===== src/rtl/crc8hfd_pkg.sv =====
// Types and constants shared by the header-checked frame deframer.
// Holds the channel payload structs, the parser phase enum and the command codes.
// Depends on nothing else.
package crc8hfd_pkg;

   // Framing.
   localparam logic [7:0] SOF_BYTE        = 8'hA5;
   localparam logic [7:0] CRC8_POLY_REFL  = 8'h8C;
   localparam logic [7:0] CRC8_SEED_RESET = 8'hFF;

   // The record decode never looks past payload byte 15, so eight 16-bit words are read.
   localparam int unsigned DRAIN_AW    = 3;
   localparam int unsigned DRAIN_WORDS = 2 ** DRAIN_AW;
   localparam int unsigned NUM_VALUES  = 7;

   // Known commands and the payload length each one must carry.
   localparam logic [15:0] CMD_GAME_STATUS  = 16'h0001;
   localparam logic [15:0] CMD_ROBOT_STATUS = 16'h0201;
   localparam logic [15:0] CMD_POWER_HEAT   = 16'h0202;
   localparam logic [15:0] CMD_SHOT         = 16'h0207;
   localparam logic [15:0] CMD_ALLOWANCE    = 16'h0208;
   localparam logic [15:0] CMD_REMOTE_INPUT = 16'h0304;
   localparam logic [15:0] CMD_CENTER_GAIN  = 16'h0101;

   localparam logic [15:0] LEN_GAME_STATUS  = 16'd11;
   localparam logic [15:0] LEN_ROBOT_STATUS = 16'd13;
   localparam logic [15:0] LEN_POWER_HEAT   = 16'd16;
   localparam logic [15:0] LEN_SHOT         = 16'd7;
   localparam logic [15:0] LEN_ALLOWANCE    = 16'd6;
   localparam logic [15:0] LEN_REMOTE_INPUT = 16'd12;
   localparam logic [15:0] LEN_CENTER_GAIN  = 16'd4;

   // Record kinds as they appear on the result channel.
   localparam logic [2:0] KIND_GAME_STATUS  = 3'd0;
   localparam logic [2:0] KIND_ROBOT_STATUS = 3'd1;
   localparam logic [2:0] KIND_POWER_HEAT   = 3'd2;
   localparam logic [2:0] KIND_SHOT         = 3'd3;
   localparam logic [2:0] KIND_ALLOWANCE    = 3'd4;
   localparam logic [2:0] KIND_REMOTE_INPUT = 3'd5;
   localparam logic [2:0] KIND_CENTER_GAIN  = 3'd6;

   // Field details.
   localparam logic [3:0] PROGRESS_RUNNING = 4'h4;
   localparam logic [7:0] ID_BLUE_BASE     = 8'd100;

   typedef enum logic [1:0] {
      PH_HUNT,
      PH_HEADER,
      PH_BODY
   } phase_type;

   typedef struct packed {
      logic [7:0] rx_byte;
      logic       buffer_end;
   } req_data_type;

   typedef struct packed {
      logic [2:0]  record_kind;
      logic [31:0] value_0;
      logic [31:0] value_1;
      logic [31:0] value_2;
      logic [31:0] value_3;
      logic [31:0] value_4;
      logic [31:0] value_5;
      logic [31:0] value_6;
   } rsp_data_type;

   typedef struct packed {
      logic       hit;
      logic [2:0] kind;
   } rec_sel_type;

endpackage


===== src/rtl/crc8_header_frame_deframer.sv =====
// Header-checked frame deframer: start byte hunt, CRC8 header check, payload store.
// Payload bytes sit in a word memory that is read back after the frame to build one record.
// Depends on crc8hfd_pkg.
//
//   Port group   Direction  Handshake          Carries
//   req_*        in         valid / stall      one stream byte and its buffer end flag
//   rsp_*        out        valid / stall      one decoded record (kind and seven values)
//   csr_*        in         write enable only  CRC8 seed
//
// One byte is accepted every cycle while req_stall is low. After the last byte of a frame
// that yields a record, the memory is read out one 16-bit word per cycle into rdata_ff,
// each word is folded into the values, and the record then shows on rsp_valid. req_stall
// rises only on a frame's last byte, and only while the previous record is still being
// read out or still waits on rsp_stall. Reset is synchronous; the payload memory needs no
// clearing because a record only reads bytes written by its own frame.
module crc8_header_frame_deframer #(
   parameter int unsigned PAYLOAD_BYTES = 16
) (
   input  logic                        clock,
   input  logic                        reset,
   input  logic                        req_valid,
   output logic                        req_stall,
   input  crc8hfd_pkg::req_data_type   req_data,
   output logic                        rsp_valid,
   input  logic                        rsp_stall,
   output crc8hfd_pkg::rsp_data_type   rsp_data,
   input  logic                        csr_wr_en,
   input  logic [7:0]                  csr_wr_data
);

   localparam int unsigned WordDepth = (PAYLOAD_BYTES + 1) / 2;
   localparam int unsigned WordAw    = $clog2(WordDepth);
   localparam int unsigned DrainAw   = crc8hfd_pkg::DRAIN_AW;
   localparam logic [DrainAw-1:0] DrainLast = DrainAw'(crc8hfd_pkg::DRAIN_WORDS - 1);

   function automatic logic [7:0] crc8_byte(input logic [7:0] crc, input logic [7:0] b);
      logic [7:0] c;
      c = crc ^ b;
      for (int k = 0; k < 8; k++) begin
         c = c[0] ? ((c >> 1) ^ crc8hfd_pkg::CRC8_POLY_REFL) : (c >> 1);
      end
      return c;
   endfunction

   function automatic crc8hfd_pkg::rec_sel_type rec_select(input logic [15:0] cmd,
                                                           input logic [15:0] len);
      crc8hfd_pkg::rec_sel_type r;
      r.hit  = 1'b0;
      r.kind = crc8hfd_pkg::KIND_GAME_STATUS;
      unique case (cmd)
         crc8hfd_pkg::CMD_GAME_STATUS: begin
            r.hit  = (len == crc8hfd_pkg::LEN_GAME_STATUS);
            r.kind = crc8hfd_pkg::KIND_GAME_STATUS;
         end
         crc8hfd_pkg::CMD_ROBOT_STATUS: begin
            r.hit  = (len == crc8hfd_pkg::LEN_ROBOT_STATUS);
            r.kind = crc8hfd_pkg::KIND_ROBOT_STATUS;
         end
         crc8hfd_pkg::CMD_POWER_HEAT: begin
            r.hit  = (len == crc8hfd_pkg::LEN_POWER_HEAT);
            r.kind = crc8hfd_pkg::KIND_POWER_HEAT;
         end
         crc8hfd_pkg::CMD_SHOT: begin
            r.hit  = (len == crc8hfd_pkg::LEN_SHOT);
            r.kind = crc8hfd_pkg::KIND_SHOT;
         end
         crc8hfd_pkg::CMD_ALLOWANCE: begin
            r.hit  = (len == crc8hfd_pkg::LEN_ALLOWANCE);
            r.kind = crc8hfd_pkg::KIND_ALLOWANCE;
         end
         crc8hfd_pkg::CMD_REMOTE_INPUT: begin
            r.hit  = (len == crc8hfd_pkg::LEN_REMOTE_INPUT);
            r.kind = crc8hfd_pkg::KIND_REMOTE_INPUT;
         end
         crc8hfd_pkg::CMD_CENTER_GAIN: begin
            r.hit  = (len == crc8hfd_pkg::LEN_CENTER_GAIN);
            r.kind = crc8hfd_pkg::KIND_CENTER_GAIN;
         end
         default: begin
            r.hit = 1'b0;
         end
      endcase
      return r;
   endfunction

   // Parser state.
   crc8hfd_pkg::phase_type phase_ff, phase_in;
   logic [16:0]            pos_ff, pos_in;
   logic [15:0]            len_ff, len_in;
   logic [7:0]             crc_ff, crc_in;
   logic                   hdr_good_ff, hdr_good_in;
   logic [15:0]            cmd_ff, cmd_in;
   logic [7:0]             seed_ff;
   logic [7:0]             lo_hold_ff;

   // Payload memory and readout.
   logic [15:0]            payload_mem [WordDepth];
   logic                   mem_we;
   logic [WordAw-1:0]      mem_waddr;
   logic [15:0]            mem_wdata;
   logic                   drain_busy_ff;
   logic [DrainAw-1:0]     drain_cnt_ff;
   logic                   rd_vld_ff;
   logic [DrainAw-1:0]     rd_idx_ff;
   logic [15:0]            rdata_ff;
   logic [7:0]             w_lo, w_hi;

   // Result.
   logic                   rsp_valid_ff;
   logic [2:0]             kind_ff;
   logic [31:0]            val_ff [crc8hfd_pkg::NUM_VALUES];
   logic [31:0]            val_in [crc8hfd_pkg::NUM_VALUES];

   logic                   req_fire;
   logic                   frame_last;
   logic [16:0]            pay_idx;
   logic                   pay_store;
   crc8hfd_pkg::rec_sel_type rec_sel;
   logic                   rec_due;
   logic                   drain_start;
   logic [7:0]             rx_b;

   assign rx_b       = req_data.rx_byte;
   assign req_fire   = req_valid && !req_stall;
   assign frame_last = (phase_ff == crc8hfd_pkg::PH_BODY)
                       && (pos_ff >= ({1'b0, len_ff} + 17'd8));
   assign pay_idx    = pos_ff - 17'd7;
   assign pay_store  = (phase_ff == crc8hfd_pkg::PH_BODY) && (pos_ff >= 17'd7)
                       && (pos_ff < ({1'b0, len_ff} + 17'd7))
                       && (pay_idx < 17'(PAYLOAD_BYTES));
   assign rec_sel    = rec_select(cmd_ff, len_ff);
   assign rec_due    = frame_last && hdr_good_ff && rec_sel.hit;

   // The readout must start right after the last byte so that it stays ahead of the next
   // frame's payload writes; hold that byte back while the previous record is in the way.
   assign req_stall   = rec_due && (drain_busy_ff || rd_vld_ff || (rsp_valid_ff && rsp_stall));
   assign drain_start = req_fire && rec_due;

   // Next phase.
   always_comb begin
      phase_in = phase_ff;
      if (req_fire) begin
         unique case (phase_ff)
            crc8hfd_pkg::PH_HUNT: begin
               if (rx_b == crc8hfd_pkg::SOF_BYTE) begin
                  phase_in = crc8hfd_pkg::PH_HEADER;
               end
            end
            crc8hfd_pkg::PH_HEADER: begin
               if (pos_ff >= 17'd4) begin
                  phase_in = crc8hfd_pkg::PH_BODY;
               end
            end
            crc8hfd_pkg::PH_BODY: begin
               if (frame_last) begin
                  phase_in = crc8hfd_pkg::PH_HUNT;
               end
            end
            default: begin
               phase_in = crc8hfd_pkg::PH_HUNT;
            end
         endcase
         if (req_data.buffer_end) begin
            phase_in = crc8hfd_pkg::PH_HUNT;
         end
      end
   end

   // Parser datapath.
   always_comb begin
      pos_in      = pos_ff;
      len_in      = len_ff;
      crc_in      = crc_ff;
      hdr_good_in = hdr_good_ff;
      cmd_in      = cmd_ff;
      if (req_fire) begin
         unique case (phase_ff)
            crc8hfd_pkg::PH_HUNT: begin
               if (rx_b == crc8hfd_pkg::SOF_BYTE) begin
                  crc_in = crc8_byte(seed_ff, rx_b);
                  pos_in = 17'd1;
               end
            end
            crc8hfd_pkg::PH_HEADER: begin
               if (pos_ff == 17'd1) begin
                  len_in = {8'h00, rx_b};
               end else if (pos_ff == 17'd2) begin
                  len_in = {rx_b, len_ff[7:0]};
               end
               if (pos_ff < 17'd4) begin
                  crc_in = crc8_byte(crc_ff, rx_b);
                  pos_in = pos_ff + 17'd1;
               end else begin
                  hdr_good_in = (crc_ff == rx_b);
                  pos_in      = 17'd5;
               end
            end
            crc8hfd_pkg::PH_BODY: begin
               if (pos_ff == 17'd5) begin
                  cmd_in = {8'h00, rx_b};
               end else if (pos_ff == 17'd6) begin
                  cmd_in = {rx_b, cmd_ff[7:0]};
               end
               if (frame_last) begin
                  pos_in = '0;
               end else begin
                  pos_in = pos_ff + 17'd1;
               end
            end
            default: begin
               pos_in = '0;
            end
         endcase
         // The position is always zero while hunting, so a buffer end can clear it freely.
         if (req_data.buffer_end) begin
            pos_in = '0;
         end
      end
   end

   // Bytes are packed in pairs; an odd byte completes the word started by the even one.
   assign mem_we    = req_fire && pay_store;
   assign mem_waddr = pay_idx[WordAw:1];
   assign mem_wdata = pay_idx[0] ? {rx_b, lo_hold_ff} : {8'h00, rx_b};

   assign w_lo = rdata_ff[7:0];
   assign w_hi = rdata_ff[15:8];

   // Each word read back drops its bytes into the value fields of the current record kind.
   always_comb begin
      val_in = val_ff;
      if (drain_start) begin
         val_in = '{default: '0};
      end else if (rd_vld_ff) begin
         unique case (kind_ff)
            crc8hfd_pkg::KIND_GAME_STATUS: begin
               if (rd_idx_ff == 3'd0) begin
                  val_in[0] = {31'b0, w_lo[7:4] == crc8hfd_pkg::PROGRESS_RUNNING};
               end
            end
            crc8hfd_pkg::KIND_ROBOT_STATUS: begin
               unique case (rd_idx_ff)
                  3'd0: begin
                     val_in[0] = {24'b0, w_lo};
                     val_in[1] = {31'b0, w_lo < crc8hfd_pkg::ID_BLUE_BASE};
                  end
                  3'd1: val_in[2] = {16'b0, w_hi, w_lo};
                  3'd3: val_in[3] = {16'b0, w_hi, w_lo};
                  3'd4: val_in[4] = {16'b0, w_hi, w_lo};
                  3'd5: val_in[5] = {16'b0, w_hi, w_lo};
                  3'd6: val_in[6] = {29'b0, w_lo[2:0]};
                  default: ;
               endcase
            end
            crc8hfd_pkg::KIND_POWER_HEAT: begin
               unique case (rd_idx_ff)
                  3'd2: val_in[1][15:0]  = {w_hi, w_lo};
                  3'd3: val_in[1][31:16] = {w_hi, w_lo};
                  3'd4: val_in[0] = {16'b0, w_hi, w_lo};
                  3'd5: val_in[2] = {16'b0, w_hi, w_lo};
                  3'd7: val_in[3] = {16'b0, w_hi, w_lo};
                  default: ;
               endcase
            end
            crc8hfd_pkg::KIND_SHOT: begin
               unique case (rd_idx_ff)
                  3'd1: begin
                     val_in[1]      = {24'b0, w_lo};
                     val_in[0][7:0] = w_hi;
                  end
                  3'd2: val_in[0][23:8]  = {w_hi, w_lo};
                  3'd3: val_in[0][31:24] = w_lo;
                  default: ;
               endcase
            end
            crc8hfd_pkg::KIND_ALLOWANCE: begin
               unique case (rd_idx_ff)
                  3'd0: val_in[0] = {16'b0, w_hi, w_lo};
                  3'd1: val_in[1] = {16'b0, w_hi, w_lo};
                  default: ;
               endcase
            end
            crc8hfd_pkg::KIND_REMOTE_INPUT: begin
               unique case (rd_idx_ff)
                  3'd0: val_in[0] = {16'b0, w_hi, w_lo};
                  3'd1: val_in[1] = {16'b0, w_hi, w_lo};
                  3'd2: val_in[2] = {16'b0, w_hi, w_lo};
                  3'd3: begin
                     val_in[3] = {24'b0, w_lo};
                     val_in[4] = {24'b0, w_hi};
                  end
                  3'd4: val_in[5] = {16'b0, w_hi, w_lo};
                  default: ;
               endcase
            end
            crc8hfd_pkg::KIND_CENTER_GAIN: begin
               if (rd_idx_ff == 3'd1) begin
                  val_in[0] = {30'b0, w_hi[7:6]};
               end
            end
            default: ;
         endcase
      end
   end

   // Control state.
   always_ff @(posedge clock) begin
      if (reset) begin
         phase_ff      <= crc8hfd_pkg::PH_HUNT;
         pos_ff        <= '0;
         len_ff        <= '0;
         crc_ff        <= crc8hfd_pkg::CRC8_SEED_RESET;
         hdr_good_ff   <= 1'b0;
         cmd_ff        <= '0;
         seed_ff       <= crc8hfd_pkg::CRC8_SEED_RESET;
         drain_busy_ff <= 1'b0;
         drain_cnt_ff  <= '0;
         rd_vld_ff     <= 1'b0;
         rsp_valid_ff  <= 1'b0;
      end else begin
         phase_ff    <= phase_in;
         pos_ff      <= pos_in;
         len_ff      <= len_in;
         crc_ff      <= crc_in;
         hdr_good_ff <= hdr_good_in;
         cmd_ff      <= cmd_in;
         if (csr_wr_en) begin
            seed_ff <= csr_wr_data;
         end
         if (drain_start) begin
            drain_busy_ff <= 1'b1;
            drain_cnt_ff  <= '0;
         end else if (drain_busy_ff) begin
            drain_cnt_ff <= drain_cnt_ff + 1'b1;
            if (drain_cnt_ff == DrainLast) begin
               drain_busy_ff <= 1'b0;
            end
         end
         rd_vld_ff <= drain_busy_ff;
         if (rd_vld_ff && (rd_idx_ff == DrainLast)) begin
            rsp_valid_ff <= 1'b1;
         end else if (rsp_valid_ff && !rsp_stall) begin
            rsp_valid_ff <= 1'b0;
         end
      end
   end

   // Memory and payload registers.
   always_ff @(posedge clock) begin
      if (mem_we) begin
         payload_mem[mem_waddr] <= mem_wdata;
         if (!pay_idx[0]) begin
            lo_hold_ff <= rx_b;
         end
      end
      if (drain_busy_ff) begin
         rdata_ff  <= payload_mem[WordAw'(drain_cnt_ff)];
         rd_idx_ff <= drain_cnt_ff;
      end
      if (drain_start) begin
         kind_ff <= rec_sel.kind;
      end
      val_ff <= val_in;
   end

   assign rsp_valid = rsp_valid_ff;
   assign rsp_data  = '{record_kind: kind_ff,
                        value_0: val_ff[0], value_1: val_ff[1], value_2: val_ff[2],
                        value_3: val_ff[3], value_4: val_ff[4], value_5: val_ff[5],
                        value_6: val_ff[6]};

   // A readout must never overwrite a record that is still on offer.
   a_drain_while_held: assert property (@(posedge clock) disable iff (reset)
      !((drain_busy_ff || rd_vld_ff) && rsp_valid_ff))
      else $error("payload readout overlaps a held record");

   // A record is offered only once its last word has been folded in.
   a_rsp_after_last_word: assert property (@(posedge clock) disable iff (reset)
      $rose(rsp_valid_ff) |-> ($past(rd_vld_ff) && ($past(rd_idx_ff) == DrainLast)))
      else $error("record offered before its readout finished");

   // The next frame's payload writes must stay behind the readout.
   a_no_write_on_read_word: assert property (@(posedge clock) disable iff (reset)
      !(mem_we && drain_busy_ff && (mem_waddr == WordAw'(drain_cnt_ff))))
      else $error("payload write hits the word being read out");

endmodule

===== config.mk =====
export PLATFORM = sky130hd
export DESIGN_NAME = crc8_header_frame_deframer
export DESIGN_NICKNAME = d
export VERILOG_FILES = /design/src/rtl/crc8hfd_pkg.sv /design/src/rtl/crc8_header_frame_deframer.sv
export SDC_FILE = /design/constraint.sdc
export NUM_CORES = 1
export LEC_CHECK = 0
export ABC_AREA = 1
export ABC_CLOCK_PERIOD_IN_PS = 5600
export BUFFER_PORTS_ARGS = -buffer_cell sky130_fd_sc_hd__buf_2
export CORE_MARGIN = 5
export CORE_UTILIZATION = 55
export DETAILED_ROUTE_END_ITERATION = 10
export GPL_TIMING_DRIVEN = 0
export HOLD_SLACK_MARGIN = 0.03
export PLACE_DENSITY = 0.86
export RECOVER_POWER = 100
export SYNTH_ARGS = -nofsm -noshare
export SYNTH_HDL_FRONTEND = slang
export SYNTH_SLANG_ARGS = --single-unit

===== constraint.sdc =====
create_clock -name clock -period 5.6 [get_ports clock]
set_input_delay 1.12 -clock clock [delete_from_list [all_inputs] [get_ports clock]]
set_output_delay 1.12 -clock clock [all_outputs]
set_load 0.01 [all_outputs]

# Word level (Yosys, flattened, before mapping)
# Memory sizes are Yosys's and may differ from the RTL's. A register that Yosys moved wholly into a read port is not among the register bits.
# Cells that the tools add are included.
[totals]
reg_bits = 283
latchBits = 0
ramBits = 128
romBits = 0
output_inout_bits = 229
wordCells = 232
n_memories = 1
[mem_list]
columns = ["memory", "words", "width", "read_ports", "rd_clocked_by_memory_dff", "wr", "line", "source"]
rows = [
  ["payload_mem", 8, 16, 1, 1, 1, "crc8_header_frame_deframer.sv:97", "logic [15:0] payload_mem [WordDepth];"],
]
[classes]
addsub = 5
n_mul = 0
n_div = 0
magnitude_cmp = 7
n_eq_ne = 62
n_shift = 0
mux = 62
bitwise_logic = 20
reduce_logical = 49
[op_table]
columns = ["operator", "count"]
rows = [
  ["$mux W32", 9],
  ["$pmux W32 S6", 1],
  ["$pmux W64 S3", 1],
  ["$mux W8", 19],
  ["$mux W64", 2],
  ["$pmux W32 S4", 1],
  ["$pmux W64 S2", 1],
  ["$mux W16", 7],
  ["$eq A16 B10 Y1 const B", 5],
  ["$mux W17", 4],
  ["$pmux W17 S3", 1],
  ["$eq A16 B3 Y1 const B", 3],
  ["$eq A16 B4 Y1 const B", 3],
  ["$not A2 Y3", 16],
  ["$mux W40", 1],
  ["$eq A17 B3 Y1 const B", 2],
  ["$ge A17 B3 Y1 const B", 2],
  ["$ne A2 B1 Y1 const B", 14],
  ["$eq A3 B3 Y1 const B", 8],
  ["$reduce_and A8 Y1", 3],
  ["$pmux W3 S6", 1],
  ["$reduce_and A3 Y1", 6],
  ["$add A16 B3 Y17 const B", 1],
  ["$add A16 B4 Y17 const B", 1],
  ["43 further kinds", 93],
]

# Longest topological paths before layout
# Gate-level depths: netlist (run 1).
[logic_depth]
depth_word = 19
depth_mapped = 23
ltp_nobuf = 21

# Worst setup path before layout (run 1)
# OpenSTA, ideal clock, no wires.
[synth_timing]
kind = "flip-flop to flip-flop"
startpoint = "reg len_ff[4]"
endpoint = "mem payload_mem[0][0], enable pin"
t_arrival_ns = 3.647
t_required_ns = 5.212
path_slack_ns = 1.564
stages_incl_launch_ff = 21
n_path_buf = 0
period_less_slack_ns = 4.036
cell_sequence = "dfxtp_1 ha_1 nand3_1 nor2_1 nand2_1 nor3_1 xor2_1 inv_1 ha_1 nand2_1 nor2_1 and2_1 nand4_1 nand4_1 nand2_1 inv_1 nand4_4 nand2_2 inv_2 nand3_1 nor2_1"
[synth_via]
elab_chain_cells = 11
elab_cells_between_ends = 23
cone_classes = "2 x add/sub; 2 x order compare; 7 x eq/ne; 3 x mux; 9 x reduce/logical"
[synth_lines]
columns = ["element", "line", "source"]
rows = [
  ["start, declared", "crc8_header_frame_deframer.sv:89", "logic [15:0] len_ff, len_in;"],
  ["start signal, assigned", "crc8_header_frame_deframer.sv:323", "len_ff <= len_in;"],
  ["$add A16 B4 Y17", "crc8_header_frame_deframer.sv:126", "&& (pos_ff >= ({1'b0, len_ff} + 17'd8));"],
  ["$ge A17 B17 Y1", "crc8_header_frame_deframer.sv:126", ""],
  ["$logic_and A1 B1 Y1", "crc8_header_frame_deframer.sv:126", ""],
  ["$logic_and A1 B1 Y1 (2 in series)", "crc8_header_frame_deframer.sv:132", "assign rec_due = frame_last && hdr_good_ff && rec_sel.hit;"],
  ["$logic_and A1 B1 Y1", "crc8_header_frame_deframer.sv:136", "assign req_stall = rec_due && (drain_busy_ff || rd_vld_ff || (rsp_valid_ff && rsp_stall));"],
  ["$logic_not A1 Y1", "crc8_header_frame_deframer.sv:124", "assign req_fire = req_valid && !req_stall;"],
  ["$logic_and A1 B1 Y1", "crc8_header_frame_deframer.sv:124", ""],
  ["$logic_and A1 B1 Y1 *", "crc8_header_frame_deframer.sv:222", "assign mem_we = req_fire && pay_store;"],
  ["$mux W1 *", "crc8_header_frame_deframer.sv:350", "if (mem_we) begin"],
  ["$mux W1 (not written as such) *", "crc8_header_frame_deframer.sv:351", "payload_mem[mem_waddr] <= mem_wdata;"],
  ["end, declared", "crc8_header_frame_deframer.sv:97", ""],
]
# Every way passes the cells marked *; elsewhere a longest branch is shown, timed or not.

# Worst setup path in the final report (run 1)
[layout_timing]
startpoint = "reg len_ff[4]"
endpoint = "mem payload_mem[5][12], enable pin"
# Same word-level chain as after synthesis.

==> results of run 1 <==
## cell usage after synthesis, drive strengths merged, types with 21 or more instances
cell type / count
nand2: 549
nor3: 22
o21ai: 195
inv: 295
xnor2: 27
o22ai: 23
a21oi: 34
nor2: 339
o211ai: 25
xor2: 37
dfxtp: 205
edfxtp: 158
nand4: 21
ha: 42
buf: 122
mux2: 23
clkbuf: 62
nand3: 87
## how the worst max path moves through the flow
stage	start	to	slack, ns	depth (start not counted)
floorplan	len_ff[4]$_SDFFE_PP0P_	payload_mem[0][0]$_DFFE_PP_	1.56	20
global placement	len_ff[4]$_SDFFE_PP0P_	payload_mem[2][15]$_DFFE_PP_	0.25	20
detailed placement	len_ff[4]$_SDFFE_PP0P_	payload_mem[0][9]$_DFFE_PP_	0.48	21
CTS	len_ff[4]$_SDFFE_PP0P_	payload_mem[0][14]$_DFFE_PP_	0.48	21
global route	len_ff[4]$_SDFFE_PP0P_	drain_cnt_ff[0]$_SDFFE_PP0P_	0.04	22
finish	len_ff[4]$_SDFFE_PP0P_	payload_mem[5][12]$_DFFE_PP_	0.30	21
## cells in the final DEF, fill, tap and decap left out, drive strengths merged, types with 3 or more instances in the layout
master     n
clkinv    46
mux2      23
nand4     21
inv      267
dfxtp    205
o21ai    195
xor2      37
xnor2     27
buf      118
a21oi     34
nor2     339
nand3     87
o2111ai    3
clkbuf   279
nor3      22
nand2    549
o22ai     23
nor4      14
edfxtp   158
ha        42
conb      93
o31ai     17
a31oi     19
o211ai    25
## metrics by stage
stage          cell area [um2]  hold WS [ns]  total power, mW
2_1_floorplan            18900         0.437             3.35
3_3_place_gp             20200         0.446             3.50
3_5_place_dp             20300         0.472             3.53
4_1_cts                  21500         0.477             5.97
5_1_grt                  21200         0.490             6.16
6_report                 21200         0.481             5.96
## registers in the layout, summed over array words and instances (netlist names), 2 cells and up
signal	flops
rd_idx_ff	3
payload_mem	128
lo_hold_ff	8
drain_cnt_ff	3
phase_ff	2
cmd_ff	16
len_ff	16
pos_ff	17
crc_ff	8
rdata_ff	16
kind_ff	3
seed_ff	8
rsp_data	131
## tightest hold or removal path, stage by stage (launching register included)
cell and delay (ns):
dfxtp_1 0.32, nand2_1 0.06, nand3_1 0.05
## metal layers
metal,up-vias,part of all wire [%]
li1,7961,-
met1,7658,37
met2,1045,48
met3,209,10
met4,0,5.1
met5,-,0
## logic make-up (layout without fill, tap and decap cells)
| logic type | after synthesis | after routing |
|---|---|---|
| and+or+nand+nor | 1039 | 1039 |
| buffers and inverters | 483 | 713 |
| DFF | 363 | 363 |
| AOI/OAI and AO/OA | 327 | 327 |
| xor gates and xnor gates | 64 | 64 |
| adders and majority gates | 42 | 42 |
| muxes | 23 | 23 |
| other | 1 | 93 |
## power by group through the flow
stage          logic [mW]  clock network (mW)  registers, mW
6_report            0.602                2.47           2.88
5_1_grt             0.669                2.61           2.88
4_1_cts             0.602                2.49           2.88
3_5_place_dp        0.596                   0           2.93
3_3_place_gp        0.573                   0           2.93
2_1_floorplan       0.419                   0           2.94
## cell type report
type | count | area, um2
buffer | 184 | 1100
clock buffer | 53 | 1080
clock inverter | 17 | 148
fill | 2848 | 12100
inverter | 299 | 1120
multi-input combinational | 1588 | 7760
sequential | 363 | 8850
tap | 448 | 561
timing repair buffer | 160 | 623
==> results.cfg, run 1 <==
[hold_path]
hold_depth = 2
hold_path_class = flop to flop
min-delay-start = seed_ff[4]$_SDFFE_PP1P_
hold_end = seed_ff[4]$_SDFFE_PP1P_

[worst_setup_path]
cpPeakStageDelay_ns = 0.64
cp_cell_sequence = ha_1 -> nand3_1 -> nor2_1 -> nand2_1 -> nor3_1 -> xor2_1 -> inv_1 -> ha_1 -> nand2_1 -> nor2_1 -> and2_0 -> nand4_1 -> nand4_1 -> nand2_1 -> inv_1 -> nand4_4 -> nand2_2 -> inv_2 -> nand3_1 -> nor2_1 -> clkbuf_2
r2r-start = len_ff[4]$_SDFFE_PP0P_
crit_required_ns = 5.82
path_buf_inv = 4
rr_endpoint = payload_mem[5][12]$_DFFE_PP_
rrSetupSlack_ns = 0.30
path_max_fanout = 9
criticalPathCategory = flop to flop
cp-start-kind = flop
cp-end-kind = flop
cp.arrival_ns = 5.52
r2r_cells = 21
critical-path-slowest-cell = nor2_1
critical-path-top-delay-family = simple AND/OR/NAND/NOR gates

[cts]
cts_root_buf = clkbuf_16
cts_tree = yes
clock_latency_ns = 0.55
clk_transition_reported_paths_ns = 0.06
cts_max_path_buffers = 3
cts_num_sinks = 363
cts_htree_levels = 2
cts_setup_buffers = 0
hold_buffers = 0
cts_inserted_buffers = 39
cts_resized = 0

[synth]
synth.largest_area_cell = edfxtp_1
ys_seq_area_share_pct = 47.7
syn_area_um2 = 18500
yosysUniqueCellTypes = 52
syn_inst = 2342
synth_edf_count = 158
synthXorXnorAreaFrac_pct = 3.02
synthTopCellsByArea = edfxtp_1 26%, dfxtp_1 22%, nand2_1 11%
synth_top_family_by_area = simple AND/OR/NAND/NOR gates
synthSimpleGateAreaFrac_pct = 22.8
yosys_warnings = 0
synthMuxAreaShare_pct = 1.40
synthAdderAreaFrac_pct = 2.84
synth_top_area_share_pct = 25.6
synth_compound_area_share_pct = 10.0
syn_avg_cell_area_um2 = 7.91
synth-seq-cells = 363
dominantRegCellSynth = dfxtp_1
async_reset_ff_share_pct = 0

[floorplan]
die_h_um = 194
fp.dieW_um = 194
die-area_um2 = 37500
rows = 67
pin_count = 251
start_util_pct = 55.5
core-area_um2 = 33400

[final_layout]
drive_gt1_share_pct = 8.33
final_util_pct = 63.7
nets = 2699
syn2layout_area_growth_pct = 14.6
diodes = 0
fin_cells = 3112

[sta]
fin_crit_ns = 5.30
fin_tns_setup_ns = 0
relSlewSlack_pct = 14.1
worst_pin_slew_ns = 1.27
fin_worst_skew_ns = 0.0209
final.period_utilization_pct = 94.6
fin_ws_ns = 0.303
setup_viol = 0
hold_violations = 0
rsz0062_at_grt = false
fmax_mhz = 189
maxSlewViolCount = 0

[global_routing]
use_met3_pct = 5.11
antenna_found_initial = 0
top_usage_layer = met2
grt_pass1_wl_mm = 83.5
grtUsageMet2_pct = 46.5
grt_pass1_vias = 16013
overflow = 0
use_met1_pct = 33.1
grt_use_total_pct = 27.1
grt_max_degree = 22

[power_and_ir_drop]
switching_share_pct = 25.2
clkPwrFrac_pct = 41.5
p_leak_nw = 9.71
p_int_mw = 4.45
ir_drop_uv = 244
power_frac_comb_pct = 10.1
seqPwrFrac_pct = 48.4
switchingPower_mw = 1.50
power.density_nw_per_um2 = 281

[route]
vias = 16873
drtPass1Iterations = 6
vias_per_cell = 5.42
postRouteAntennaNets = 0
wl_per_cell_um = 17.0
drc = 0
routed_wl_mm = 52.9
first_iter_violations = 1902

[place]
placedCellCount = 3042
gp_congestion = 1.00
dp_hpwl_mm = 39.1
place_ws_ns = 0.483
port_buffers = 154

[flow_run]
drv_cap = 0

[status]
outcome = finished clean
Power figures use the tool's default switching activity.
==> run 2: changes to the inputs <==
ABC_CLOCK_PERIOD_IN_PS = 5800   (was 5600)
clock period = 5.8 ns   (was 5.6 ns; I/O delays follow)
==> run 2 against run 1 <==
  * Via count down 0.13%
  * Sequential cell count unchanged
  * Total power down 3.4%
  * Core utilization down 0.17 points
  * Hold slack about the same
  * Non-clock buffer count unchanged
  * First-iteration DRC count down 3.9%
  * Critical path type unchanged
  * Largest cell class unchanged
  * Highest routed layer unchanged
==> results.cfg, run 2 (synthesized netlist as in run 1, its figures left out) <==
[status]
outcome = finished clean

[worst_setup_path]
r2r-start = len_ff[4]$_SDFFE_PP0P_
crit_required_ns = 6.02
cpPeakStageDelay_ns = 0.61
critical-path-top-delay-family = simple AND/OR/NAND/NOR gates
criticalPathCategory = flop to flop
r2r_cells = 21
rr_endpoint = payload_mem[5][12]$_DFFE_PP_
path_max_fanout = 9
critical-path-slowest-cell = nor2_1
cp.arrival_ns = 5.57
cp-end-kind = flop
path_buf_inv = 4
cp-start-kind = flop
cp_cell_sequence = ha_1 -> nand3_1 -> nor2_1 -> nand2_1 -> nor3_1 -> xor2_1 -> inv_1 -> ha_1 -> nand2_1 -> nor2_1 -> and2_1 -> nand4_1 -> nand4_1 -> nand2_1 -> inv_1 -> nand4_1 -> nand2_2 -> inv_2 -> nand3_1 -> nor2_1 -> clkbuf_2
rrSetupSlack_ns = 0.45

[route]
postRouteAntennaNets = 0
vias_per_cell = 5.41
routed_wl_mm = 53.0
first_iter_violations = 1827
wl_per_cell_um = 17.0
drc = 0
vias = 16851
drtPass1Iterations = 6

[cts]
clk_transition_reported_paths_ns = 0.06
clock_latency_ns = 0.55
cts_htree_levels = 2
cts_setup_buffers = 0
cts_root_buf = clkbuf_16
cts_max_path_buffers = 3
cts_num_sinks = 363
cts_resized = 0
hold_buffers = 0
cts_inserted_buffers = 39
cts_tree = yes

[final_layout]
fill_cells = 2860
fin_cells = 3112
final_cell_mix = 544 x nand2_1, 329 x nor2_1, 256 x inv_1
nets = 2699
layout_commonest_cell = nand2_1
drive_gt1_share_pct = 8.07
regArea_um2 = 8850
diodes = 0
syn2layout_area_growth_pct = 14.3
fin_area_um2 = 21200
largest_reg_flops = 131
multiInputGateArea_um2 = 7740

[global_routing]
grt_pass1_vias = 16013
grt_max_degree = 22
antenna_found_initial = 0
grt_pass1_wl_mm = 83.5
grt_use_total_pct = 27.1
overflow = 0

[sta]
fin_ws_ns = 0.454
fin_tns_setup_ns = 0
fin_worst_skew_ns = 0.0206
maxSlewViolCount = 0
hold_violations = 0
rsz0062_at_grt = false
worst_pin_slew_ns = 1.33
timing.hold.ws_ns = 0.481
fmax_mhz = 187
relSlewSlack_pct = 10.5
final.period_utilization_pct = 92.2
setup_viol = 0
fin_crit_ns = 5.35

[power_and_ir_drop]
power.density_nw_per_um2 = 272
ir_drop_uv = 234
p_leak_nw = 9.67

[hold_path]
hold_end = seed_ff[4]$_SDFFE_PP1P_
hold_depth = 2
hold_path_class = flop to flop
min-delay-start = seed_ff[4]$_SDFFE_PP1P_

[floorplan]
core-area_um2 = 33400
pin_count = 251
die-area_um2 = 37500
die_h_um = 194
fp.dieW_um = 194
rows = 67
start_util_pct = 55.5

[place]
dpl-instance-area_um2 = 20300
dp_hpwl_mm = 39.1
placedCellCount = 3042
gp_congestion = 1.00
place_ws_ns = 0.683
port_buffers = 154

[flow_run]
drv_cap = 0
run 2: cell count changes in the layout (fill, tap and decap cells not counted), sizes merged:
cell,delta
buf,-6
clkbuf,+6
run 2: final cells by class:
class | instances | area share (%)
Clock inverter | 17 | 0.697
Sequential cell | 363 | 41.8
Inverter | 299 | 5.30
Timing Repair Buffer | 160 | 2.94
Multi-Input combinational cell | 1588 | 36.6
Clock buffer | 53 | 5.09
Tap cell | 448 | 2.65
Buffer | 184 | 5.00
run 2: metal layers:
metal | wire [um] | global-route usage, % | vias to the layer above
met1 | 19800 | 33.1 | 7662
li1 | - | - | 7963
met2 | 25100 | 46.5 | 1010
met4 | 2820 | 12.5 | 0
met3 | 5220 | 5.11 | 216
met5 | 0 | 0 | -
run 2: worst min-delay path, cell delays in order, from the launching register on:
cell and delay [ns]:
dfxtp_1 0.32, nand2_1 0.06, nand3_1 0.05
run 2: power breakdown:
group	total [mW]	switching, mW	internal [mW]
clock network	2.39	1.03	1.36
registers	2.78	0.0540	2.73
logic	0.580	0.370	0.210
run 2: worst max path at each step:
stage                      startpoint                           end  cells after the start
6_report       len_ff[4]$_SDFFE_PP0P_  payload_mem[5][12]$_DFFE_PP_                     21
5_1_grt        len_ff[4]$_SDFFE_PP0P_   payload_mem[6][9]$_DFFE_PP_                     21
4_1_cts        len_ff[4]$_SDFFE_PP0P_  payload_mem[0][14]$_DFFE_PP_                     21
3_5_place_dp   len_ff[4]$_SDFFE_PP0P_   payload_mem[0][9]$_DFFE_PP_                     21
3_3_place_gp   len_ff[4]$_SDFFE_PP0P_  payload_mem[2][15]$_DFFE_PP_                     20
2_1_floorplan  len_ff[4]$_SDFFE_PP0P_   payload_mem[0][0]$_DFFE_PP_                     20
run 2: through the flow:
step / util, % / total power [mW]
finish: 63.5 / 5.75
detailed placement: 60.8 / 3.41
floorplan: - / 3.24
global route: 63.5 / 5.95
CTS: 64.5 / 5.77
global placement: 60.6 / 3.38
